$ cat config.mk
export PLATFORM = sky130hd
export DESIGN_NAME = audio_frame_energy_fingerprint_unit_flat
export DESIGN_NICKNAME = d
export VERILOG_FILES = /design/src/design/afef_pkg.sv /design/src/design/afef_if.sv /design/src/design/audio_frame_energy_fingerprint_unit.sv /design/src/design/afef_serializer.sv /design/src/flat_wrapper.sv
export SDC_FILE = /design/constraint.sdc
export NUM_CORES = 1
export LEC_CHECK = 0
export ABC_AREA = 1
export BUFFER_PORTS_ARGS = -buffer_cell sky130_fd_sc_hd__buf_2
export CORE_MARGIN = 5
export CORE_UTILIZATION = 25
export CTS_BUF_LIST = sky130_fd_sc_hd__clkbuf_8
export DETAILED_ROUTE_END_ITERATION = 10
export GPL_TIMING_DRIVEN = 0
export PLACE_DENSITY = 0.39
export SLEW_MARGIN = 30
export SYNTH_ARGS = -nofsm -noshare
export SYNTH_HDL_FRONTEND = slang
export SYNTH_SLANG_ARGS = --single-unit
export TNS_END_PERCENT = 1
$ cat constraint.sdc
create_clock -name clk -period 12 [get_ports clk]
set_clock_uncertainty 0.2 [all_clocks]
set_input_delay 1.2 -clock clk [delete_from_list [all_inputs] [get_ports clk]]
set_output_delay 1.2 -clock clk [all_outputs]
set_load 0.01 [all_outputs]
$ cat src/design/afef_pkg.sv
// Package for the audio frame energy fingerprint block.
// Holds sizes, command and register codes, the result record and the header
// byte table. No dependencies.
package afef_pkg;

  localparam int FRAME_LEN = 256;
  localparam int HOP_LEN   = 128;
  localparam int HOP_BITS  = $clog2(HOP_LEN);
  localparam int FNUM_W    = 32 - HOP_BITS;
  localparam int HALF_W    = 22;

  localparam logic [31:0] DEFAULT_RATE = 32'd16000;

  localparam logic CMD_START  = 1'b0;
  localparam logic CMD_SAMPLE = 1'b1;

  localparam logic REG_RATE_HZ       = 1'b0;
  localparam logic REG_TOTAL_SAMPLES = 1'b1;

  localparam logic [3:0] HDR_LAST   = 4'd15;
  localparam logic [3:0] FRAME_LAST = 4'd1;

  localparam logic [7:0] MAGIC_A   = 8'h41;
  localparam logic [7:0] MAGIC_C   = 8'h43;
  localparam logic [7:0] MAGIC_R   = 8'h52;
  localparam logic [7:0] MAGIC_1   = 8'h31;
  localparam logic [7:0] VERSION   = 8'd1;
  localparam logic [7:0] CHANNELS  = 8'd1;

  // one pending result: either the 16-byte header or a 2-byte frame hash
  typedef struct packed {
    logic        is_header;
    logic [31:0] rate;
    logic [31:0] count;
    logic        last;
    logic [15:0] hash;
    logic        fin;
  } afef_rec_t;

  function automatic logic [7:0] hdr_byte(input logic [3:0] idx,
                                          input logic [31:0] rate,
                                          input logic [31:0] cnt);
    logic [7:0] b;
    case (idx)
      4'd0:    b = MAGIC_A;
      4'd1:    b = MAGIC_C;
      4'd2:    b = MAGIC_R;
      4'd3:    b = MAGIC_1;
      4'd4:    b = VERSION;
      4'd5:    b = 8'd0;
      4'd6:    b = CHANNELS;
      4'd7:    b = 8'd0;
      4'd8:    b = rate[7:0];
      4'd9:    b = rate[15:8];
      4'd10:   b = rate[23:16];
      4'd11:   b = rate[31:24];
      4'd12:   b = cnt[7:0];
      4'd13:   b = cnt[15:8];
      4'd14:   b = cnt[23:16];
      4'd15:   b = cnt[31:24];
      default: b = 8'd0;
    endcase
    return b;
  endfunction

endpackage

$ cat src/design/afef_if.sv
// Stream interfaces of the fingerprint block: sample input and byte output.
// Valid/ready handshake; no dependencies.
interface afef_in_if;
  logic               valid;
  logic               ready;
  logic               cmd;
  logic signed [15:0] pcm_sample;

  modport source (output valid, output cmd, output pcm_sample, input ready);
  modport sink   (input valid, input cmd, input pcm_sample, output ready);
endinterface

interface afef_out_if;
  logic       valid;
  logic       ready;
  logic [7:0] out_byte;
  logic       final_byte;

  modport source (output valid, output out_byte, output final_byte, input ready);
  modport sink   (input valid, input out_byte, input final_byte, output ready);
endinterface

$ cat src/design/audio_frame_energy_fingerprint_unit.sv
// Audio frame energy fingerprint: header on start, 2-byte hash per frame.
// Latency: first result byte is offered the cycle after the item is taken.
// Throughput: one transaction per cycle; only a start or a frame-closing sample
// waits on pending bytes, until the last byte of the held header or frame hash is taken.
// Reset (rst, synchronous, active high): rate 16000, count 0, not started.
// Depends on afef_pkg, afef_if and afef_serializer.
module audio_frame_energy_fingerprint_unit (
  input  logic        clk,
  input  logic        rst,
  afef_in_if.sink     in_chan,
  afef_out_if.source  out_chan,
  input  logic        cfg_we,
  input  logic        cfg_index,
  input  logic [31:0] cfg_data
);
  import afef_pkg::*;

  logic [30:0]       rate_hz;
  logic [31:0]       total_samples;
  logic [31:0]       sample_index;
  logic [HALF_W-1:0] half_energy;
  logic [HALF_W-1:0] previous_half_energy;
  logic [FNUM_W-1:0] frame_number;
  logic              started;

  logic               in_take;
  logic               ser_free;
  logic               ser_load;
  logic               needs_ser;
  afef_rec_t          rec_next;
  logic [31:0]        tot_minus;
  logic [FNUM_W-1:0]  frames_total;
  logic               sample_ok;
  logic signed [31:0] prod;
  logic [14:0]        sq;
  logic [HALF_W-1:0]  half_sum;
  logic [31:0]        idx_next;
  logic               hop_end;
  logic               emit_frame;
  logic [15:0]        energy;
  logic [31:0]        offset_full;

  // only a transaction that produces bytes has to wait for the serializer
  assign in_chan.ready = ser_free || !needs_ser;
  assign in_take       = in_chan.valid && in_chan.ready;

  assign tot_minus    = total_samples - 32'(FRAME_LEN);
  assign frames_total = (total_samples >= 32'(FRAME_LEN)) ?
                        FNUM_W'(tot_minus >> HOP_BITS) : '0;
  assign sample_ok    = started && (sample_index < total_samples);

  // square is non-negative and at most 2^30
  assign prod     = in_chan.pcm_sample * in_chan.pcm_sample;
  assign sq       = prod[30:16];
  assign half_sum = half_energy + HALF_W'(sq);
  assign idx_next = sample_index + 32'd1;
  assign hop_end  = (idx_next[HOP_BITS-1:0] == '0);

  assign emit_frame = hop_end && (idx_next >= 32'(FRAME_LEN)) &&
                      (frame_number < frames_total);

  assign energy      = previous_half_energy[15:0] + half_sum[15:0];
  assign offset_full = {frame_number, {HOP_BITS{1'b0}}};

  always_comb begin
    rec_next.is_header = (in_chan.cmd == CMD_START);
    rec_next.rate      = (rate_hz == '0) ? DEFAULT_RATE : {1'b0, rate_hz};
    rec_next.count     = total_samples;
    rec_next.last      = (frames_total == '0);
    rec_next.hash      = energy ^ offset_full[15:0];
    rec_next.fin       = ((frame_number + FNUM_W'(1)) == frames_total);
  end

  assign needs_ser = (in_chan.cmd == CMD_START) || (sample_ok && emit_frame);
  assign ser_load  = in_take && needs_ser;

  always_ff @(posedge clk) begin
    if (rst) begin
      rate_hz       <= 31'(DEFAULT_RATE);
      total_samples <= '0;
    end else if (cfg_we) begin
      case (cfg_index)
        REG_RATE_HZ:       rate_hz       <= cfg_data[30:0];
        REG_TOTAL_SAMPLES: total_samples <= cfg_data;
        default:           ;
      endcase
    end
  end

  always_ff @(posedge clk) begin
    if (rst) begin
      sample_index         <= '0;
      half_energy          <= '0;
      previous_half_energy <= '0;
      frame_number         <= '0;
      started              <= 1'b0;
    end else if (in_take) begin
      if (in_chan.cmd == CMD_START) begin
        sample_index         <= '0;
        half_energy          <= '0;
        previous_half_energy <= '0;
        frame_number         <= '0;
        started              <= 1'b1;
      end else if (sample_ok) begin
        sample_index <= idx_next;
        if (hop_end) begin
          previous_half_energy <= half_sum;
          half_energy          <= '0;
          if (emit_frame) begin
            frame_number <= frame_number + FNUM_W'(1);
          end
        end else begin
          half_energy <= half_sum;
        end
      end
    end
  end

  afef_serializer u_ser (
    .clk      (clk),
    .rst      (rst),
    .load     (ser_load),
    .rec_in   (rec_next),
    .free     (ser_free),
    .out_chan (out_chan)
  );

`ifndef SYNTHESIS
  a_start_clears: assert property (@(posedge clk) disable iff (rst)
    (in_take && in_chan.cmd == CMD_START) |=>
    (started && sample_index == '0 && frame_number == '0))
    else $error("start did not clear running state");
  a_idx_bound: assert property (@(posedge clk) disable iff (rst)
    (in_take && in_chan.cmd == CMD_SAMPLE && !sample_ok) |=> $stable(sample_index))
    else $error("ignored sample advanced the index");
  a_frame_bound: assert property (@(posedge clk) disable iff (rst)
    (ser_load && in_chan.cmd == CMD_SAMPLE) |-> (frame_number < frames_total))
    else $error("frame emitted beyond frame count");
`endif

endmodule

$ cat src/design/afef_serializer.sv
// Byte serializer: holds one result record and sends it out a byte per
// transaction. Depends on afef_pkg and afef_out_if.
module afef_serializer (
  input  logic                clk,
  input  logic                rst,
  input  logic                load,
  input  afef_pkg::afef_rec_t rec_in,
  output logic                free,
  afef_out_if.source          out_chan
);
  import afef_pkg::*;

  logic      valid;
  logic [3:0] idx;
  afef_rec_t rec;
  logic [3:0] last_idx;
  logic      take;
  logic      done;

  assign last_idx = rec.is_header ? HDR_LAST : FRAME_LAST;
  assign take     = valid && out_chan.ready;
  assign done     = take && (idx == last_idx);
  assign free     = !valid || done;

  always_ff @(posedge clk) begin
    if (rst) begin
      valid <= 1'b0;
      idx   <= '0;
    end else if (load) begin
      valid <= 1'b1;
      idx   <= '0;
    end else if (take) begin
      if (done) begin
        valid <= 1'b0;
      end else begin
        idx <= idx + 4'd1;
      end
    end
  end

  always_ff @(posedge clk) begin
    if (load) begin
      rec <= rec_in;
    end
  end

  assign out_chan.valid = valid;

  always_comb begin
    if (rec.is_header) begin
      out_chan.out_byte   = hdr_byte(idx, rec.rate, rec.count);
      out_chan.final_byte = (idx == HDR_LAST) && rec.last;
    end else begin
      out_chan.out_byte   = idx[0] ? rec.hash[15:8] : rec.hash[7:0];
      out_chan.final_byte = idx[0] && rec.fin;
    end
  end

`ifndef SYNTHESIS
  a_load_free: assert property (@(posedge clk) disable iff (rst) load |-> free)
    else $error("record loaded while bytes still pending");
  a_final_last: assert property (@(posedge clk) disable iff (rst)
    (valid && out_chan.final_byte) |-> (idx == last_idx))
    else $error("final flag before last byte of record");
  a_hold: assert property (@(posedge clk) disable iff (rst)
    (valid && !out_chan.ready && !load) |=> (valid && $stable(idx)))
    else $error("byte index moved while stalled");
`endif

endmodule
$ cat src/flat_wrapper.sv
// flat-port wrapper written by rule: the top's interface ports become plain ports
module audio_frame_energy_fingerprint_unit_flat import afef_pkg::*;
  (clk, rst, cfg_we, cfg_index, cfg_data, in_chan_valid, in_chan_cmd, in_chan_pcm_sample, in_chan_ready, out_chan_valid, out_chan_out_byte, out_chan_final_byte, out_chan_ready);
  afef_in_if in_chan_i ();
  afef_out_if out_chan_i ();
  input  logic clk;
  input  logic rst;
  input  logic cfg_we;
  input  logic cfg_index;
  input  logic [31:0] cfg_data;
  input wire logic [$bits(in_chan_i.valid)-1:0] in_chan_valid;
  input wire logic [$bits(in_chan_i.cmd)-1:0] in_chan_cmd;
  input wire logic [$bits(in_chan_i.pcm_sample)-1:0] in_chan_pcm_sample;
  output wire logic [$bits(in_chan_i.ready)-1:0] in_chan_ready;
  output wire logic [$bits(out_chan_i.valid)-1:0] out_chan_valid;
  output wire logic [$bits(out_chan_i.out_byte)-1:0] out_chan_out_byte;
  output wire logic [$bits(out_chan_i.final_byte)-1:0] out_chan_final_byte;
  input wire logic [$bits(out_chan_i.ready)-1:0] out_chan_ready;
  assign in_chan_i.valid = in_chan_valid;
  assign in_chan_i.cmd = in_chan_cmd;
  assign in_chan_i.pcm_sample = in_chan_pcm_sample;
  assign in_chan_ready = in_chan_i.ready;
  assign out_chan_valid = out_chan_i.valid;
  assign out_chan_out_byte = out_chan_i.out_byte;
  assign out_chan_final_byte = out_chan_i.final_byte;
  assign out_chan_i.ready = out_chan_ready;
  audio_frame_energy_fingerprint_unit u_core (.clk(clk), .rst(rst), .in_chan(in_chan_i), .out_chan(out_chan_i), .cfg_we(cfg_we), .cfg_index(cfg_index), .cfg_data(cfg_data));
endmodule
Yosys cells after proc, flatten, opt, wreduce, memory -nomap -nowiden

Index checks and enable logic that the tools add are counted.

Register bits: 247
Bits of input ports: 55

Add/sub/neg operators: 6
Multipliers: 1
Magnitude comparators: 4
Eq/ne operators: 20
Mux-type cells: 21
Bitwise logic cells: 4
Reductions and logical operators: 32

Operator list:

| cell                                                                    | count |
|---|---|
| 25-bit 2-to-1 mux                                                       | 5 |
| 8-bit one-hot mux with 14 select lines                                  | 1 |
| 22-bit 2-to-1 mux                                                       | 3 |
| 32-bit by 9-bit >= comparator with 1-bit output (second input constant) | 2 |
| 32-bit 2-to-1 mux                                                       | 2 |
| 16-bit 2-to-1 mux                                                       | 3 |
| 32-bit by 1-bit adder with 32-bit output (second input constant)        | 1 |
| 4-bit equality test (second input constant)                             | 8 |
| 32-bit < comparator                                                     | 1 |
| 32-bit by 9-bit subtractor with 32-bit output (second input constant)   | 1 |
| 31-bit logical NOT                                                      | 1 |
| 16-bit by 16-bit multiplier with 31-bit output                          | 1 |
| 25-bit by 1-bit adder with 25-bit output (second input constant)        | 1 |
| 25-bit equality test                                                    | 1 |
| 25-bit logical NOT                                                      | 1 |
| 25-bit < comparator                                                     | 1 |
| 22-bit by 15-bit adder with 22-bit output                               | 1 |
| 16-bit adder                                                            | 1 |
| 4-bit by 3-bit equality test with 1-bit output (second input constant)  | 4 |
| 8-bit 2-to-1 mux                                                        | 2 |
| 16-bit bitwise XOR                                                      | 1 |
| 2-bit AND reduction                                                     | 6 |
| 1-bit logical AND                                                       | 10 |
| 4-bit by 2-bit equality test with 1-bit output (second input constant)  | 2 |
| other kinds (15)                                                        | 28 |

Logic depth before layout (Yosys ltp)

Gate-level depths: netlist (run 1).

Depth after elaboration: 12
Mapped depth: 43

Hierarchy

Synthesis (run 1) repeated with hierarchy kept, for this count alone.

Cell total of the unflattened synthesis: 3,205
Area total of the unflattened synthesis: 23,919.2 um2

Modules (own cells, without submodules):

| module                              | instances | cells an instance | area an instance (um2) |
|---|---|---|---|
| audio_frame_energy_fingerprint_unit | 1         | 2,864             | 20,210.6 |
| afef_serializer                     | 1         | 341               | 3,708.6 |

Least setup slack after synthesis (run 1)

OpenSTA, ideal clock, no wires.

Path kind: input -> register
From: input port in_chan_pcm_sample[2]
To: register u_core.u_ser.rec[16] (netlist bit), data pin
Setup time: 0.279 ns
Arrival: 8.712 ns
Setup slack: 2.808 ns
Cell stages on the path: 35
Buffers on the path: 2
Path through: clkbuf_1 -> clkbuf_1 -> nand2_1 -> fa_1 -> fa_1 -> inv_1 -> fa_1 -> fa_1 -> fa_1 -> inv_1 -> fa_1 -> inv_1 -> ha_1 -> nand2_1 -> nor4_1 -> nand4_1 -> nand3_1 -> xor2_1 -> ha_1 -> nand2_1 -> inv_1 -> nand4_1 -> and3_1 -> o21ai_0 -> a31oi_1 -> xnor2_1 -> ha_1 -> nand2_1 -> nor2_1 -> nand3_1 -> o2111ai_1 -> nand3_1 -> nor2_1 -> a2111oi_0 -> xor2_1

RTL lines:

| element                | line                  | RTL |
|---|---|---|
| start: declaration     | flat_wrapper.sv:13    | `input wire logic [$bits(in_chan_i.pcm_sample)-1:0] in_chan_pcm_sample;` |
| end signal: assignment | afef_serializer.sv:43 | `rec <= rec_in;` |
| end: declaration       | afef_serializer.sv:15 | `afef_rec_t rec;` |

==> summary.md, run 1 <==
| Metric | Value |
|---|---|
| Hold Violations, Final | 0 |
| R2R setup slack | 6.46 ns |
| Synth Net Count | between 3000 and 4000 |
| DIE AREA | 98900 um2 |
| Startpoint Class | input port |
| Minimum clock period | 11.19 ns |
| Clock Tree Root | clkbuf_8 |
| Max Cap Viol | 0 |
| DR iter-0 viols | 1223 |
| CORE AREA | 91800 um2 |
| Outcome | finished clean |
| DP Wirelength | 62.3 mm |
| FP Rows | 111 |
| CTS buffer count | 47 |
| Post-synth EDFFs | a little over 80 |
| Number of synthesis warnings | 0 |
| First-pass GRT wire length | 115 mm |
| Distinct cells, synth | 57 |
| Final WL | 74.6 mm |
| DR pass1 iterations | 5 |
| Port-buffer cells | 55 |
| Post-synth ARST share | 0% |
| Met3 WL | 2.66 mm |
| CP Capture Type | register |
| Hold Path Class | register to register |
| Worst Path Max Fanout | 10 |
| Worst-Skew Late Latency | around 0.63 ns |
| Avg Cell Area, Syn | between 7 and 8 um2 |
| CP required | about 12 ns |
| Hold WS | between 0.2 and 0.3 ns |
| Multi-input logic area | roughly 15000 um2 |
| Post-synthesis cell count | 3007 |
| Most used DFF post-synth | dfxtp_1 |
| Crit path launch | in_chan_pcm_sample[12] |
| Reg2reg start | u_core.total_samples[8] |
| FF-to-FF End | u_core.u_ser.rec[77] |
| R2R depth | 20 |
| Vias in the first global route | 19500 |
| TritonCTS clock tree | built |
| Sequential cell area | 5630 um2 |
| Detailed-route vias per instance | 4.39 |
| Register area share after synthesis | 24.3% |
| Post-place setup slack | 0.301 ns |
| Largest stage delay, worst path | 0.66 ns |
| CP max-delay cell | clkbuf_1 |
| Clock transition at path regs | 0.06 ns |
| Uppermost routed layer | met4 |
| Highest clock rate | 0.0893 GHz |
| Post-synth design cell area | approximately 23000 um2 |
| Slew @ Worst Pin | slightly below 1 ns |
| RSZ-0062 raised after global routing | false |
| Final WS setup | just over 0.8 ns |
| Critical path class | input port to register |
| Initial core utilization | approximately 25% |
| Met1 WL | 37.9 mm |
| PostCTS Resize Cnt | 0 |
| Synth Register Bits | between 200 and 250 |
| Hold buffers post-CTS | 0 |
| DR WL met2 | 32.9 mm |
| Pin count of the biggest net entering global routing | 66 |
| GR Util All Layers | 14.9% |
| Residual DRC | 0 |
| Worst EP arrival | 11.39 ns |
| Antenna Nets Post-Route | 0 |
| Die W | 314 um |
| Setup TNS | 0 ns |
| Slew headroom | 33.6% |
| Via count | 19300 |
| Clk buf depth | 3 |
| Slew Viols, Final | 0 |
| Setup violators final | 0 |
| Setup bufs post-CTS | 0 |
| Most used cell, CP | fa_1 |
| Sink Count | 240 |
| DIE HEIGHT | 314 um |
| I/O pin cnt | 66 |
| Period utilization | 93.3% |
| Share of post-route cells with drive strength above 1 | under 10% |
| H-tree depth | 2 |
| Avg WL per Cell | around 17 um |
| Routability cong. | ~0.86 |
| Layout Nets | 3575 |
| Initial antenna violation count | 1 |
| Area Overhead vs Synth | 12.1% |
| Gr ovfl total | 0 |
| Layout fillers | 10200 |
| Crit path capture | u_core.u_ser.rec[16] |
[metal layers]
metal / vias to the layer above / global-route usage, %
met4: 0 / 2.81
met5: - / 0
met3: 69 / 1.75
met1: 9255 / 22.4
met2: 286 / 23.3
li1: 9660 / -
[cells in the final DEF, fill, tap and decap left out, types with 6 or more instances in the layout]
cell type,n
inv_1,595
clkinv_1,9
xor2_1,91
a21oi_1,190
nor4_1,13
nand3_1,103
buf_6,6
o21ai_1,31
o211ai_1,13
nor3_1,26
clkinv_2,7
xnor2_1,27
buf_2,64
or2_2,6
clkbuf_8,52
nand4_1,38
edfxtp_1,82
fa_1,232
a221oi_1,9
ha_1,176
clkbuf_1,97
a22o_1,6
o21ai_0,130
a21o_1,9
a22oi_1,6
nand2_1,607
nor2_1,289
dfxtp_1,158
[Yosys cell counts (all sizes together) (14+ instances only)]
cell	count	area, um2
inv	583	2190
nand2	609	2290
o21ai	162	815
nand3	107	556
edfxtp	82	2460
xnor2	27	236
nor4	14	93.8
nor2	295	1130
dfxtp	158	3160
fa	232	4640
nor3	27	140
a21oi	190	951
xor2	91	797
buf	20	139
ha	176	2200
nand4	38	238
clkbuf	97	364
[kinds of logic (layout without fill, tap and decap cells)]
family                     count (synthesis)  after routing  share of synthesized area [%]
AOI/OAI and AO/OA                        435            435                           10.4
DFF                                      240            240                           24.3
xor gates and xnor gates                 119            119                           4.56
buffers and inverters                    703            845                           11.7
and+or+nand+nor                         1102           1102                           19.5
adders and majority gates                408            408                           29.5
other                                      0              1                              0
[worst max-delay path: cells and delay by family]
| kind | cells | cell delay [ns] |
|---|---|---|
| adder cells (fa/ha/maj) | 9 | 4.34 |
| AND/OR/NAND/NOR | 13 | 2.05 |
| buffers and inverters | 7 | 1.45 |
| AO/OA/AOI/OAI | 4 | 1.24 |
| XOR/XNOR | 3 | 1.07 |
[stage by stage]
step,instances,utilization [%],cell area [um2]
after global routing,4392,28.3,26000
after floorplan,3007,-,23200
after CTS,4392,28.3,26000
final,4393,28.3,26000
after global placement,4305,27.2,25000
after detailed placement,4306,27.3,25000
[sequential cells by signal (all words and copies together), names as in the netlist]
signal / cells
u_core.u_ser.rec: 82
u_core.started: 1
u_core.total_samples: 32
u_core.u_ser.out_chan.valid: 1
u_core.frame_number: 25
u_core.sample_index: 32
u_core.half_energy: 16
u_core.u_ser.idx: 4
u_core.previous_half_energy: 16
u_core.rate_hz: 31
[final cells by class]
class	instances	share of cell area (%)
inverter	586	8.48
sequential	240	21.6
multi-input combinational	2064	57.1
timing repair buffer	56	1.16
buffer	117	1.94
antenna	1	0.00963
clock inverter	34	0.886
tap	1243	5.98
clock buffer	52	2.75
[worst min path at each step]
stage	from	to	depth (start not counted)
global placement	u_core.started	u_core.started	2
CTS	u_core.started	u_core.started	2
detailed placement	u_core.started	u_core.started	2
floorplan	u_core.total_samples[9]	u_core.u_ser.rec[27]	0
finish	u_core.started	u_core.started	2
global route	u_core.started	u_core.started	2
Power of run 1 is not shown: default switching activity piles up to over one toggle a cycle in this logic, so the estimate is an artifact.
==> run 2, diff against run 1 <==
- CTS_BUF_LIST: sky130_fd_sc_hd__clkbuf_8 -> default
==> summary.md, run 2 (same netlist as run 1, synthesis figures left out) <==
| Metric | Value |
|---|---|
| Port-buffer cells | 55 (unchanged) |
| CP max-delay cell | clkbuf_1 |
| DR iter-0 viols | 1199 (-2.0%) |
| Sink Count | 240 (unchanged) |
| Most used cell, CP | fa_1 |
| Worst EP arrival | 11.34 ns (-0.05 ns) |
| Worst-Skew Late Latency | 0.60 ns (-0.03 ns) |
| CORE AREA | 91800 um2 (unchanged) |
| Startpoint Class | input port |
| Placed Instances | 4306 (unchanged) |
| Highest clock rate | 0.0896 GHz (+0.31%) |
| Share of post-route cells with drive strength above 1 | 4.71% (-0.50 points) |
| Setup TNS | 0 ns (unchanged) |
| DR pass1 iterations | 6 (+1) |
| Pin count of the biggest net entering global routing | 66 (unchanged) |
| Hold WS | 0.259 ns (+0.00128 ns) |
| Hold Path Class | register to register |
| Clock transition at path regs | 0.06 ns (about the same) |
| CP Buf/Inv Count | 7 (unchanged) |
| Via count | 19100 (-0.80%) |
| Hold Violations, Final | 0 (unchanged) |
| H-tree depth | 1 (-1) |
| Regs by FF count | u_core.u_ser.rec (82), u_core.sample_index (32), u_core.total_samples (32) |
| Largest stage delay, worst path | 0.62 ns (-0.04 ns) |
| PostCTS Resize Cnt | 0 (unchanged) |
| CTS buffer count | 31 (-34%) |
| Initial antenna violation count | 1 (unchanged) |
| Die W | 314 um (unchanged) |
| Met1 WL | 37.5 mm (-0.92%) |
| Area Overhead vs Synth | 12.5% |
| DR WL met2 | 32.9 mm (about the same) |
| # diodes | 0 (-1) |
| Uppermost routed layer | met4 |
| Hold buffers post-CTS | 0 (unchanged) |
| DIE HEIGHT | 314 um (unchanged) |
| TritonCTS clock tree | built |
| Max reg flops | 82 (unchanged) |
| First-pass GRT wire length | 114 mm (-0.39%) |
| Gr ovfl total | 0 (unchanged) |
| Delay-heaviest family, CP | adder cells |
| Worst Path Max Fanout | 10 (unchanged) |
| Commonest non-fill, non-tap cell in the layout | nand2_1 |
| Setup violators final | 0 (unchanged) |
| Slew headroom | 36.8% (+3.2 points) |
| Vias in the first global route | 19300 (-0.95%) |
| CP required | 12.18 ns (-0.02 ns) |
| Commonest non-fill, non-tap cells in the layout | nand2_1, inv_1, nor2_1 |
| Max Cap Viol | 0 (unchanged) |
| Critical path class | input port to register |
| DIE AREA | 98900 um2 (unchanged) |
| Layout Nets | 3559 (-0.45%) |
| Final WL | 74.2 mm (-0.53%) |
| Setup bufs post-CTS | 0 (unchanged) |
| Clock Tree Root | clkbuf_16 |
| FP Rows | 111 (unchanged) |
| Residual DRC | 0 (unchanged) |
| Slew @ Worst Pin | 0.938 ns (-0.0469 ns) |
| CP Capture Type | register |
| I/O pin cnt | 66 (unchanged) |
| Final cell count without fillers | 4364 (-0.66%) |
| Routability cong. | 0.864 (unchanged) |
| Initial core utilization | 25.2% (unchanged) |
| Antenna Nets Post-Route | 0 (unchanged) |
| Biggest register | u_core.u_ser.rec |
| RSZ-0062 raised after global routing | false |
| Detailed-route vias per instance | 4.38 (-0.14%) |
| Met3 WL | 2.71 mm (+2.0%) |
| Avg WL per Cell | 17.0 um (+0.13%) |
| Minimum clock period | 11.16 ns (-0.0341 ns) |
| DP Wirelength | 62.3 mm (unchanged) |
| Period utilization | 93.0% (-0.28 points) |
| Clk buf depth | 3 (unchanged) |
| Outcome | finished clean |
| Slew Viols, Final | 0 (unchanged) |
| GR Util All Layers | 14.8% (-0.11 points) |
==> run 2: routing by layer <==
layer | up-vias | global-route usage [%]
met1 | 9193 | 22.5
met2 | 245 | 23.3
met4 | 0 | 2.18
met5 | - | 0
met3 | 56 | 1.55
li1 | 9622 | -
==> run 2: cell type report <==
cell class	instances	area (um2)
clock inverter	19	189
timing repair buffer	56	303
sequential	240	5630
tap	1243	1560
multi-input combinational	2064	14900
inverter	586	2200
clock buffer	39	846
buffer	117	503
fill	10200	65700
==> run 2: worst paths after layout <==
kind                                               from              endpoint  depth (start not counted)  slack (ns)
worst min-delay path                     u_core.started        u_core.started                          2        0.26
worst min register to register           u_core.started        u_core.started                          2        0.26
worst max register to register  u_core.total_samples[8]  u_core.u_ser.rec[52]                         20        6.48
worst max-delay path             in_chan_pcm_sample[12]  u_core.u_ser.rec[16]                         36        0.84
==> run 2: through the flow <==
stage / cell area, um2 / setup WS, ns / util (%)
floorplan: 23200 / 2.81 / -
finish: 26100 / 0.842 / 28.4
global placement: 25000 / 0.112 / 27.2
detailed placement: 25000 / 0.301 / 27.3
CTS: 26100 / 0.911 / 28.4
global route: 26100 / 0.339 / 28.4
==> run 2: tightest hold or removal path: stages, from the launching register on <==
cell and delay (ns):
dfxtp_1 0.31, inv_1 0.05, a21oi_1 0.05
Power of run 2 is left out for the same reason.
